File: src/rtl/pcfl_pkg.sv
// ----------------------------------------------------------------------------
// pcfl_pkg
// Types and fixed constants shared by the page-carved free list allocator.
// ----------------------------------------------------------------------------
package pcfl_pkg;

  localparam int ADDR_W     = 16;
  localparam int SPAN_W     = ADDR_W + 1;
  localparam int LINK_DEPTH = 8192;
  localparam int LINK_AW    = 13;
  localparam int SLOT_W     = 9;
  localparam int SIZE_W     = SLOT_W + 3;

  localparam logic [SLOT_W-1:0] SLOT_WORDS_RESET = 9'd3;

  localparam logic OP_ALLOC = 1'b0;
  localparam logic OP_FREE  = 1'b1;

  localparam logic STATUS_OK  = 1'b0;
  localparam logic STATUS_OOM = 1'b1;

  typedef struct packed {
    logic capture;
    logic free;
    logic pop;
    logic carve_start;
    logic carve_step;
    logic fail;
    logic load_out;
  } pcfl_cmd_t;

  typedef struct packed {
    logic op_free;
    logic head_empty;
    logic carve_ok;
    logic carve_last;
  } pcfl_stat_t;

endpackage

File: src/rtl/pcfl_ctrl.sv
// ----------------------------------------------------------------------------
// pcfl_ctrl
// Sequencer: accepts a word, issues pop, push, page carving or an out-of-memory
// result, and hands the result to the output register.
// ----------------------------------------------------------------------------
module pcfl_ctrl (
  input  logic                 clk,
  input  logic                 rst,
  input  logic                 in_valid,
  output logic                 in_ready,
  output logic                 out_valid,
  input  logic                 out_ready,
  input  pcfl_pkg::pcfl_stat_t stat,
  output pcfl_pkg::pcfl_cmd_t  cmd
);
  import pcfl_pkg::*;

  localparam logic [1:0] S_IDLE   = 2'd0;
  localparam logic [1:0] S_EXEC   = 2'd1;
  localparam logic [1:0] S_CARVE  = 2'd2;
  localparam logic [1:0] S_FINISH = 2'd3;

  logic [1:0] state;
  logic [1:0] state_next;
  logic       out_free;
  logic       accept;

  assign out_free = !out_valid || out_ready;
  assign in_ready = (state == S_IDLE) || ((state == S_FINISH) && out_free);
  assign accept   = in_valid && in_ready;

  always_comb begin
    cmd         = '0;
    cmd.capture = accept;
    state_next  = state;
    case (state)
      S_IDLE: begin
        if (accept) begin
          state_next = S_EXEC;
        end
      end
      S_EXEC: begin
        if (stat.op_free) begin
          cmd.free   = 1'b1;
          state_next = S_FINISH;
        end else if (!stat.head_empty) begin
          cmd.pop    = 1'b1;
          state_next = S_FINISH;
        end else if (stat.carve_ok) begin
          cmd.carve_start = 1'b1;
          state_next      = S_CARVE;
        end else begin
          cmd.fail   = 1'b1;
          state_next = S_FINISH;
        end
      end
      S_CARVE: begin
        cmd.carve_step = 1'b1;
        if (stat.carve_last) begin
          state_next = S_FINISH;
        end
      end
      S_FINISH: begin
        if (out_free) begin
          cmd.load_out = 1'b1;
          state_next   = accept ? S_EXEC : S_IDLE;
        end
      end
      default: begin
        state_next = S_IDLE;
      end
    endcase
  end

  always_ff @(posedge clk) begin
    if (rst) begin
      state     <= S_IDLE;
      out_valid <= 1'b0;
    end else begin
      state <= state_next;
      if (cmd.load_out) begin
        out_valid <= 1'b1;
      end else if (out_ready) begin
        out_valid <= 1'b0;
      end
    end
  end

  a_one_action: assert property (@(posedge clk) disable iff (rst)
    $onehot0({cmd.free, cmd.pop, cmd.carve_start, cmd.fail, cmd.carve_step}))
    else $error("more than one datapath action in a cycle");

  a_accept_exec: assert property (@(posedge clk) disable iff (rst)
    accept |=> (state == S_EXEC))
    else $error("accepted word did not enter execute");

  a_load_free: assert property (@(posedge clk) disable iff (rst)
    cmd.load_out |-> (!out_valid || out_ready))
    else $error("output register overwritten while held");

  a_carve_follows: assert property (@(posedge clk) disable iff (rst)
    cmd.carve_start |=> cmd.carve_step)
    else $error("carving start not followed by a carve step");

endmodule

File: config.mk
export PLATFORM = sky130hd
export DESIGN_NAME = pcfl_ctrl
export DESIGN_NICKNAME = d
export VERILOG_FILES = /design/src/rtl/pcfl_pkg.sv /design/src/rtl/pcfl_ctrl.sv
export SDC_FILE = /design/constraint.sdc
export NUM_CORES = 1
export LEC_CHECK = 0
export ABC_AREA = 0
export BUFFER_PORTS_ARGS = -buffer_cell sky130_fd_sc_hd__buf_2
export CORE_AREA = 2 2 39 41
export DETAILED_ROUTE_END_ITERATION = 8
export DIE_AREA = 0 0 41 43
export GPL_TIMING_DRIVEN = 0
export MAX_ROUTING_LAYER = met4
export PLACE_DENSITY = 0.48
export SYNTH_ARGS = -nofsm -noshare
export SYNTH_HDL_FRONTEND = slang
export SYNTH_SLANG_ARGS = --single-unit
File: constraint.sdc
create_clock -name clk -period 1.6 [get_ports clk]
set_input_delay 0.32 -clock clk [delete_from_list [all_inputs] [get_ports clk]]
set_output_delay 0.32 -clock clk [all_outputs]
set_load 0.03 [all_outputs]
## Yosys cells after proc, flatten, opt, wreduce, memory -nomap -nowiden

Index checks and enable logic that the tools add are counted.

| cells by class | value |
|---|---|
| equal/unequal tests | 6 |
| muxes and demuxes | 23 |
| reductions and logical operators | 8 |

Operators with widths:

| cell | number |
|---|---|
| 2-to-1 mux 1 bit | 15 |
| 2-to-1 mux 2 bit | 6 |
| one-hot mux 2 bit (4 select lines) | 1 |
| != test 2 bit, second input constant | 3 |
| equality test 2 bit, second input constant | 2 |
| 2-to-1 mux 3 bit | 1 |
| AND reduction 3 bit | 1 |
| equality test 2 x 1 -> 1 bit, second input constant | 1 |
| logical AND 1 bit | 2 |
| zero test 2 bit | 1 |
| logical OR 1 bit | 2 |
| nonzero test 2 bit | 1 |
| zero test 1 bit | 1 |

| word-level totals | value |
|---|---|
| register bits after elaboration | 3 |
| word-level logic and storage cells | 39 |

## Depth between registers and ports, before layout

Gate-level depths: netlist of the first run.

| depth | value |
|---|---|
| depth after elaboration | 8 |
| gate-level depth with buffers | 5 |
| depth with buffers taken out | 5 |

## Worst setup path after synthesis of the first run

Ideal clock, no wire load.

| timing | value |
|---|---|
| path type | register -> output |
| start | register out_valid |
| end | output port cmd[6] in the netlist's numbering |
| arrival | 1.415 ns |
| required time | 1.280 ns |
| slack | -0.135 ns |
| stages on the path, launching flop included | 5 |
| path through | dfxtp_1 -> or2b_1 -> a21o_1 -> and2_1 -> buf_4 |

| on the way | value |
|---|---|
| word-level cells in the longest chain between the ends | 5 |

Ends and longest elaborated chain:

| element | RTL line | RTL |
|---|---|---|
| from (decl) | pcfl_ctrl.sv:11 | `output logic out_valid,` |
| from (signal assigned) | pcfl_ctrl.sv:78 | `out_valid <= 1'b0;` |
| from (signal assigned) | pcfl_ctrl.sv:82 | `out_valid <= 1'b1;` |
| from (signal assigned) | pcfl_ctrl.sv:84 | `out_valid <= 1'b0;` |
| zero test 1 bit | pcfl_ctrl.sv:28 | `assign out_free = !out_valid \|\| out_ready;` |
| logical OR 1 bit | pcfl_ctrl.sv:28 |  |
| logical AND 1 bit | pcfl_ctrl.sv:29 | `assign in_ready = (state == S_IDLE) \|\| ((state == S_FINISH) && out_free);` |
| logical OR 1 bit | pcfl_ctrl.sv:29 |  |
| via in_ready | pcfl_ctrl.sv:10 | `output logic in_ready,` |
| logical AND 1 bit | pcfl_ctrl.sv:30 | `assign accept = in_valid && in_ready;` |
| to (decl) | pcfl_ctrl.sv:14 | `output pcfl_pkg::pcfl_cmd_t cmd` |

The timed path passes the listed nets, and every way through them passes these cells.

## Worst setup path after layout of the first run

| timing | value |
|---|---|
| start | register out_valid |
| end | output port cmd[6] in the netlist's numbering |

| on the way | value |
|---|---|
| word-level cells in the longest chain between the ends | 5 |

Ends and longest elaborated chain:

| element | RTL line |
|---|---|
| zero test 1 bit | pcfl_ctrl.sv:28 |
| logical OR 1 bit | pcfl_ctrl.sv:28 |
| logical AND 1 bit | pcfl_ctrl.sv:29 |
| logical OR 1 bit | pcfl_ctrl.sv:29 |
| logical AND 1 bit | pcfl_ctrl.sv:30 |

No other way between the ends.

==> impl_metrics.toml, run 1 <==
[setup_path]
reg2regPathDepth = 5
path_depth = 4
worstSetupStartpointType = "flop"
arrival_ns = 1.23
critPathKind = "flop to output pin"
cp_cell_sequence = "or2b_1, a21o_1, and2_4, buf_6"
slowest_stage = "dfxtp_2"
crit_fanout = 4
cpPeakStageDelay_ns = 0.33
cp.required_ns = 1.28
endpoint_kind = "output pin"
cp_top_family = "simple AND/OR/NAND/NOR gates"
cp.buffers_inverters = 1

[cells_and_area]
drive_above_1_share_pct = 58.9
n_antenna_cell = 0
fin_nets = 70
syn_to_final_growth_pct = 61.6
finalNonFillerCells = 72

[synth]
syn_nets = 48
netlist_instances = 35
synthFlopType = "dfxtp_1"
synth-seq-area-share_pct = 20.3
ys_types = 21
yosys.area_share.simple_pct = 32.1
synth_fa_ha_area_share_pct = 21.1
synthMuxAreaShare_pct = 0
synth_compound_area_share_pct = 20.3
yosys_warnings = 0
synth_area_per_cell_um2 = 8.47
synth-edff-count = 0
synth_xor_area_share_pct = 0
synthArstFlopShare_pct = 0
ys_seq_elements = 3
synth_area_um2 = 297
synth_top_family_by_area = "simple AND/OR/NAND/NOR gates"

[clock_tree]
clock-root-buffer = "clkbuf_4"
insertion_delay_ns = 0.23
cts_buffers = 3
cts_max_path_buffers = 2
h-tree-depth = 1
clkTransAtPathRegs_ns = 0.04
clkSinkCount = 3
cts_tree = "built"

[die]
start_util_pct = 21.4
core_area_um2 = 1380
die_w_um = 41
die_area_um2 = 1760
io_pins = 17
die_y_um = 43
rows = 14

[placed_design]
dp_slack_ns = -0.0383
place_congestion = 0.683
dp_hpwl_um = 502
numPortBuffers = 16
dp_cells = 67

[drt]
wl_per_cell_um = 9.39
vias = 312
initialDrtViolationCount = 3
drc_errors = 0
dr.pass1.iters = 4
drtAntennaViolNets = 0
wirelength_um = 676
viasPerCell = 4.33

[global_routing]
grt_overflow = 0
grt_max_degree = 6
antenna_found_initial = 0
track_usage_pct = 8.21
grt_pass1_wl_um = 938
first_global_vias = 266

[timing]
layout_setup_ws_ns = 0.0529
worst_pin_slew_ns = 0.251
layout_min_cycle_time_ns = 1.55
fin_crit_sh_pct = 96.7
setup_tns_ns = 0
hold_violations = 0
fmax_mhz = 646
setup_violations = 0
fin_skew_ns = 0.0000454
relSlewSlack_pct = 83.2
drv_slew = 0

[power_and_ir_drop]
power_density_nw_per_um2 = 1600
p_leak_nw = 0.221
fin_total_pwr_uw = 765
ir_worst_vdd_mv = 0.484

[hold_path]
hold_depth = 2
hold_path_class = "input pin to flop"

[job]
drv_cap = 0

[status]
outcome = "complete, no violations"
## repair_timing
action / in CTS / in global routing
buffers inserted: 2 / 0
hold buffers: 0 / 0
endpoints found under the setup margin: 3 / 6
gates resized for setup: 9 / 11
pin swaps: 2 / 0
## logic make-up (layout without fill, tap and decap cells)
| group | Yosys count | count (layout) |
|---|---|---|
| fa+ha+maj | 5 | 5 |
| flops | 3 | 3 |
| buf+inv | 4 | 25 |
| simple gates | 15 | 15 |
| compound gates | 8 | 8 |
## cell type report
type,count,area [um2]
tap,16,20.0
fill,151,905
timing repair buffer,18,115
multi-input combinational,28,243
clock buffer,4,26.3
sequential,3,63.8
inverter,3,11.3
## report_power, final
group          total, mW  switching (mW)  internal, mW
clock              0.131          0.0373        0.0933
sequential         0.132          0.0256         0.106
combinational      0.503           0.279         0.224
total              0.765           0.342         0.423
## cell usage in the layout, fill, tap and decap left out, types with 2 or more instances in the layout
| cell | instances |
|---|---|
| clkbuf_4 | 3 |
| dfxtp_2 | 3 |
| a311oi_1 | 2 |
| inv_2 | 2 |
| buf_4 | 5 |
| ha_1 | 2 |
| and3_1 | 2 |
| ha_2 | 2 |
| buf_2 | 11 |
| nand2b_1 | 2 |
| buf_6 | 2 |
| and2_1 | 2 |
| a21oi_1 | 2 |
## path summary, 6_finish.rpt
| kind | start | to | slack [ns] |
|---|---|---|---|
| worst max-delay path | out_valid$_SDFFE_PP0P_ | cmd[6] | 0.05 |
| worst min register to register | state[1]$_SDFFE_PP0P_ | state[1]$_SDFFE_PP0P_ | 0.63 |
| worst max register to register | state[0]$_SDFFE_PP0P_ | state[0]$_SDFFE_PP0P_ | 0.11 |
| worst min-delay path | rst | out_valid$_SDFFE_PP0P_ | 0.28 |
## flip-flops by register name, indices dropped and copies added (netlist names)
register	count
state	2
out_valid	1
## cells in the mapped netlist, drive strengths merged (2+ instances only)
master  number  share of area (%)
inv          3                3.8
a21oi        2                3.4
a311oi       2                5.9
dfxtp        3                 20
ha           5                 21
and2         3                6.3
and3         2                4.2
nand2b       2                4.2
## per-stage QoR
stage               util [%]  cell area (um2)  hold slack [ns]
floorplan                  -              303            0.382
global placement        29.1              403            0.522
detailed placement      29.1              403            0.523
CTS                     33.3              460            0.274
global route            34.6              479            0.282
finish                  34.6              479            0.282
## layer usage
| layer | track usage (%) | wire, um | vias up |
|---|---|---|---|
| met5 | - | 0 | - |
| met4 | 8.00 | 6 | 0 |
| met3 | 1.57 | 53 | 2 |
| met2 | 11.9 | 327 | 10 |
| met1 | 8.60 | 289 | 135 |
| li1 | - | - | 165 |
No activity file was read; power rests on OpenSTA's default activity.
==> inputs of run 2 (changes only) <==
==> constraint.sdc (replaced) <==
create_clock -name clk -period 1.45 [get_ports clk]
set_input_delay 0.29 -clock clk [delete_from_list [all_inputs] [get_ports clk]]
set_output_delay 0.29 -clock clk [all_outputs]
set_load 0.03 [all_outputs]
==> impl_metrics.toml, run 2 (synthesis gave the netlist of run 1 again) <==
[status]
outcome = "finished, violations left"
violations = "setup timing"

[timing]
relSlewSlack_pct = 83.5
fmax_mhz = 659
worst_pin_slew_ns = 0.246
fin_skew_ns = 0.00199
fin_crit_sh_pct = 105
setup_violations = 5
drv_slew = 0
layout_min_cycle_time_ns = 1.52
layout_setup_ws_ns = -0.0678
holdWs_ns = 0.261
rsz0062_at_grt = "yes"
hold_violations = 0

[power_and_ir_drop]
p_seq_share_pct = 16.7
switchingPower_uw = 439
sw_frac_of_total_pct = 42.7
power.share.clock_pct = 13.7
combPwrFrac_pct = 69.6
ir_worst_vdd_mv = 0.720
p_leak_nw = 0.257
power_density_nw_per_um2 = 1770
p_int_uw = 590

[setup_path]
worstSetupStartpointType = "flop"
cp.required_ns = 1.16
cp.buffers_inverters = 2
r2r-start = "state[0]$_SDFFE_PP0P_"
reg2reg_to = "state[0]$_SDFFE_PP0P_"
slowest_stage = "dfxtp_4"
cp_cell_sequence = "inv_6, ha_4, a21o_1, and2_4, buf_6"
arrival_ns = 1.23
r2r_setup_slack_ns = -0.01
crit_fanout = 3
cpPeakStageDelay_ns = 0.38
critPathKind = "flop to output pin"
cp_top_family = "flip-flops"
endpoint_kind = "output pin"
reg2regPathDepth = 6

[clock_tree]
clock-root-buffer = "clkbuf_4"
insertion_delay_ns = 0.23
postCtsHoldBufs = 0
cts_tree = "built"
h-tree-depth = 1
cts_buffers = 3
clkTransAtPathRegs_ns = 0.04
cts_max_path_buffers = 2
clkSinkCount = 3

[placed_design]
place_congestion = 0.684
numPortBuffers = 16
dp_hpwl_um = 540
place_area_um2 = 404

[drt]
initialDrtViolationCount = 6
viasPerCell = 4.68
drtAntennaViolNets = 0
vias = 360
wirelength_um = 835
wl_per_cell_um = 10.8
dr.pass1.iters = 2
drc_errors = 0

[hold_path]
hp-start = "rst"
hold_path_class = "input pin to flop"
min_to = "out_valid$_SDFFE_PP0P_"
hold_depth = 2

[cells_and_area]
n_antenna_cell = 0
mostFrequentLayoutCells = "buf_2, buf_4, buf_6"
fin_nets = 75
top_register = "state"
syn_to_final_growth_pct = 96.6
largest_reg_flops = 2
drive_above_1_share_pct = 68.9
finish.utilization_pct = 42.1
final_common_cell = "buf_2"
top_regs = "state x2, out_valid x1"
fin_area_um2 = 583

[die]
start_util_pct = 21.4
die_y_um = 43
rows = 14
die_w_um = 41
io_pins = 17
core_area_um2 = 1380
die_area_um2 = 1760

[global_routing]
first_global_vias = 338
grt_pass1_wl_mm = 1.36
grt_overflow = 0
grt_max_degree = 6
track_usage_pct = 11.8
antenna_found_initial = 0

[job]
drv_cap = 0
run 2: cell types whose count changed in the layout (fill, tap and decap cells not counted), sizes merged:
cell	previous run	this run
buf	18	23
run 2: power by group through the flow:
stage          clock network (mW)  logic [mW]  registers (mW)
2_1_floorplan                   0       0.368           0.141
3_3_place_gp                    0       0.485           0.141
3_5_place_dp                    0       0.481           0.141
4_1_cts                     0.152       0.686           0.167
5_1_grt                     0.158       0.790           0.177
6_report                    0.141       0.716           0.172
run 2: metrics by stage:
stage | worst slack [ns] | std cells | total power [mW] | setup TNS, ns
global route | -0.123 | 77 | 1.13 | -0.509
detailed placement | -0.138 | 67 | 0.622 | -0.238
CTS | -0.0727 | 76 | 1.01 | -0.143
global placement | -0.162 | 67 | 0.625 | -0.263
finish | -0.0678 | 77 | 1.03 | -0.116
floorplan | -0.149 | 35 | 0.509 | -0.149
run 2: final cells by class:
type | instances | area, um2
Fill cell | 154 | 801
Multi-Input combinational cell | 28 | 279
Timing Repair Buffer | 23 | 173
Sequential cell | 3 | 68.8
Clock buffer | 4 | 26.3
Tap cell | 16 | 20.0
Inverter | 3 | 16.3
run 2: worst max-delay path by stage:
stage / slack, ns / startpoint / cells after the start / endpoint
after floorplan: -0.15 / out_valid$_SDFFE_PP0P_ / 4 / cmd[6]
after global placement: -0.16 / state[1]$_SDFFE_PP0P_ / 5 / state[0]$_SDFFE_PP0P_
after detailed placement: -0.14 / state[1]$_SDFFE_PP0P_ / 5 / state[0]$_SDFFE_PP0P_
after CTS: -0.07 / state[1]$_SDFFE_PP0P_ / 5 / cmd[6]
after global routing: -0.12 / state[1]$_SDFFE_PP0P_ / 5 / cmd[6]
final: -0.07 / state[1]$_SDFFE_PP0P_ / 5 / cmd[6]
run 2: what timing repair did:
action                                  in CTS  in global routing
pin swaps                                    5                  2
endpoints found under the setup margin       8                  9
endpoints found under the hold margin        0                  0
resized for setup                           28                  3
setup buffers                                6                  1
run 2: layer usage:
layer	vias to the layer above	track usage [%]	part of all wire [%]
met3	0	3.14	4.8
met4	0	6.00	0
met5	-	-	0
met1	174	11.5	38
li1	177	-	-
met2	9	20.0	57
==> inputs of run 3 (changes only) <==
--- a/config.mk
+++ b/config.mk
@@ -6,7 +6,8 @@
 export NUM_CORES = 1
 export LEC_CHECK = 0
 export ABC_AREA = 0
-export BUFFER_PORTS_ARGS = -buffer_cell sky130_fd_sc_hd__buf_2
+export BUFFER_PORTS_ARGS = -buffer_cell sky130_fd_sc_hd__buf_4
+export CAP_MARGIN = 10
 export CORE_AREA = 2 2 39 41
 export DETAILED_ROUTE_END_ITERATION = 8
 export DIE_AREA = 0 0 41 43
==> constraint.sdc (replaced) <==
create_clock -name clk -period 1.45 [get_ports clk]
set_input_delay 0.2175 -clock clk [delete_from_list [all_inputs] [get_ports clk]]
set_output_delay 0.2175 -clock clk [all_outputs]
set_load 0.03 [all_outputs]
==> impl_metrics.toml, run 3 (synthesis gave the netlist of run 1 again) <==
[placed_design]
place_congestion = 0.692
numPortBuffers = 16
place_area_um2 = 444
dp_hpwl_um = 529

[global_routing]
grt_max_degree = 6
grt_pass1_wl_mm = 1.24
first_global_vias = 327
track_usage_pct = 11.0
antenna_found_initial = 0
grt_overflow = 0

[power_and_ir_drop]
p_int_uw = 657
ir_worst_vdd_mv = 0.872
combPwrFrac_pct = 71.7
power_density_nw_per_um2 = 1790
sw_frac_of_total_pct = 40.9
switchingPower_uw = 456
p_leak_nw = 0.272
power.share.clock_pct = 13.0
p_seq_share_pct = 15.4

[timing]
fmax_mhz = 683
layout_setup_ws_ns = -0.0151
drv_slew = 0
relSlewSlack_pct = 82.8
layout_min_cycle_time_ns = 1.47
setup_violations = 1
fin_skew_ns = 0.00540
worst_pin_slew_ns = 0.256
hold_violations = 0
setup_tns_ns = -0.0151
rsz0062_at_grt = "yes"
fin_crit_sh_pct = 101

[die]
die_y_um = 43
start_util_pct = 21.4
core_area_um2 = 1380
die_w_um = 41
rows = 14
io_pins = 17
die_area_um2 = 1760

[clock_tree]
cts_max_path_buffers = 2
clock-root-buffer = "clkbuf_4"
h-tree-depth = 1
clkTransAtPathRegs_ns = 0.04
cts_buffers = 3
clkSinkCount = 3
insertion_delay_ns = 0.23
postCtsHoldBufs = 0
cts_tree = "built"

[setup_path]
cp.required_ns = 1.23
crit_fanout = 4
arrival_ns = 1.25
worstSetupStartpointType = "flop"
endpoint_kind = "output pin"
critPathKind = "flop to output pin"

[cells_and_area]
fin_area_um2 = 621
largest_reg_flops = 2
multi_input_area_um2 = 279
syn_to_final_growth_pct = 109
final_common_cell = "buf_4"
fin_nets = 76
finish.utilization_pct = 44.8
top_regs = "state x2, out_valid x1"
seqCellArea_um2 = 68.8
fill_cells = 135
drive_above_1_share_pct = 69.4
top_register = "state"
n_antenna_cell = 0
mostFrequentLayoutCells = "buf_4, buf_6, and2_4, ha_4, clkbuf_4"

[status]
violations = "setup timing"
outcome = "finished, violations left"

[hold_path]
hold_path_class = "input pin to flop"

[drt]
wirelength_um = 824
drtAntennaViolNets = 0
vias = 358
wl_per_cell_um = 10.6
dr.pass1.iters = 4
initialDrtViolationCount = 3
viasPerCell = 4.59
drc_errors = 0

[job]
drv_cap = 0
run 3: worst paths after layout:
check / from / to / cells after the start / slack [ns]
setup / recovery: state[1]$_SDFFE_PP0P_ / cmd[6] / 5 / -0.02
hold / removal: rst / out_valid$_SDFFE_PP0P_ / 2 / 0.16
setup reg to reg: state[1]$_SDFFE_PP0P_ / state[0]$_SDFFE_PP0P_ / 5 / 0.01
hold reg to reg: out_valid$_SDFFE_PP0P_ / out_valid$_SDFFE_PP0P_ / 3 / 0.67
run 3: power groups by stage:
stage | registers, mW | logic, mW | clock network (mW)
floorplan | 0.141 | 0.368 | 0
global placement | 0.142 | 0.530 | 0
detailed placement | 0.140 | 0.525 | 0
CTS | 0.169 | 0.734 | 0.153
global route | 0.175 | 0.847 | 0.166
finish | 0.171 | 0.798 | 0.144
run 3: final cells by class:
type | instances | area share (%)
clock buffer | 4 | 4.23
inverter | 3 | 2.62
multi-input combinational | 28 | 45.0
sequential | 3 | 11.1
tap | 16 | 3.23
timing repair buffer | 24 | 33.9
run 3: worst max-delay path, stage by stage, from the launching register on:
cell	delay [ns]
dfxtp_4	0.37
inv_4	0.05
ha_4	0.16
a21o_1	0.17
and2_4	0.14
buf_6	0.13
run 3: through the flow:
| stage | setup WS [ns] | hold slack (ns) | power [mW] | instances |
|---|---|---|---|---|
| 3_5_place_dp | -0.139 | 0.401 | 0.665 | 67 |
| 2_1_floorplan | -0.0764 | 0.279 | 0.509 | 35 |
| 3_3_place_gp | -0.154 | 0.407 | 0.671 | 67 |
| 4_1_cts | -0.000336 | 0.152 | 1.06 | 77 |
| 6_report | -0.0151 | 0.159 | 1.11 | 78 |
| 5_1_grt | -0.0684 | 0.149 | 1.19 | 78 |
run 3: what timing repair did:
item	in CTS	in global routing
pin swaps	5	2
gates resized for setup	18	8
setup endpoints to repair	4	8
setup buffers	7	1
run 3: per-layer routing:
layer	track usage [%]	wire [um]
met4	6.00	6
met1	9.58	316
met2	18.1	443
met5	-	0
met3	5.24	58
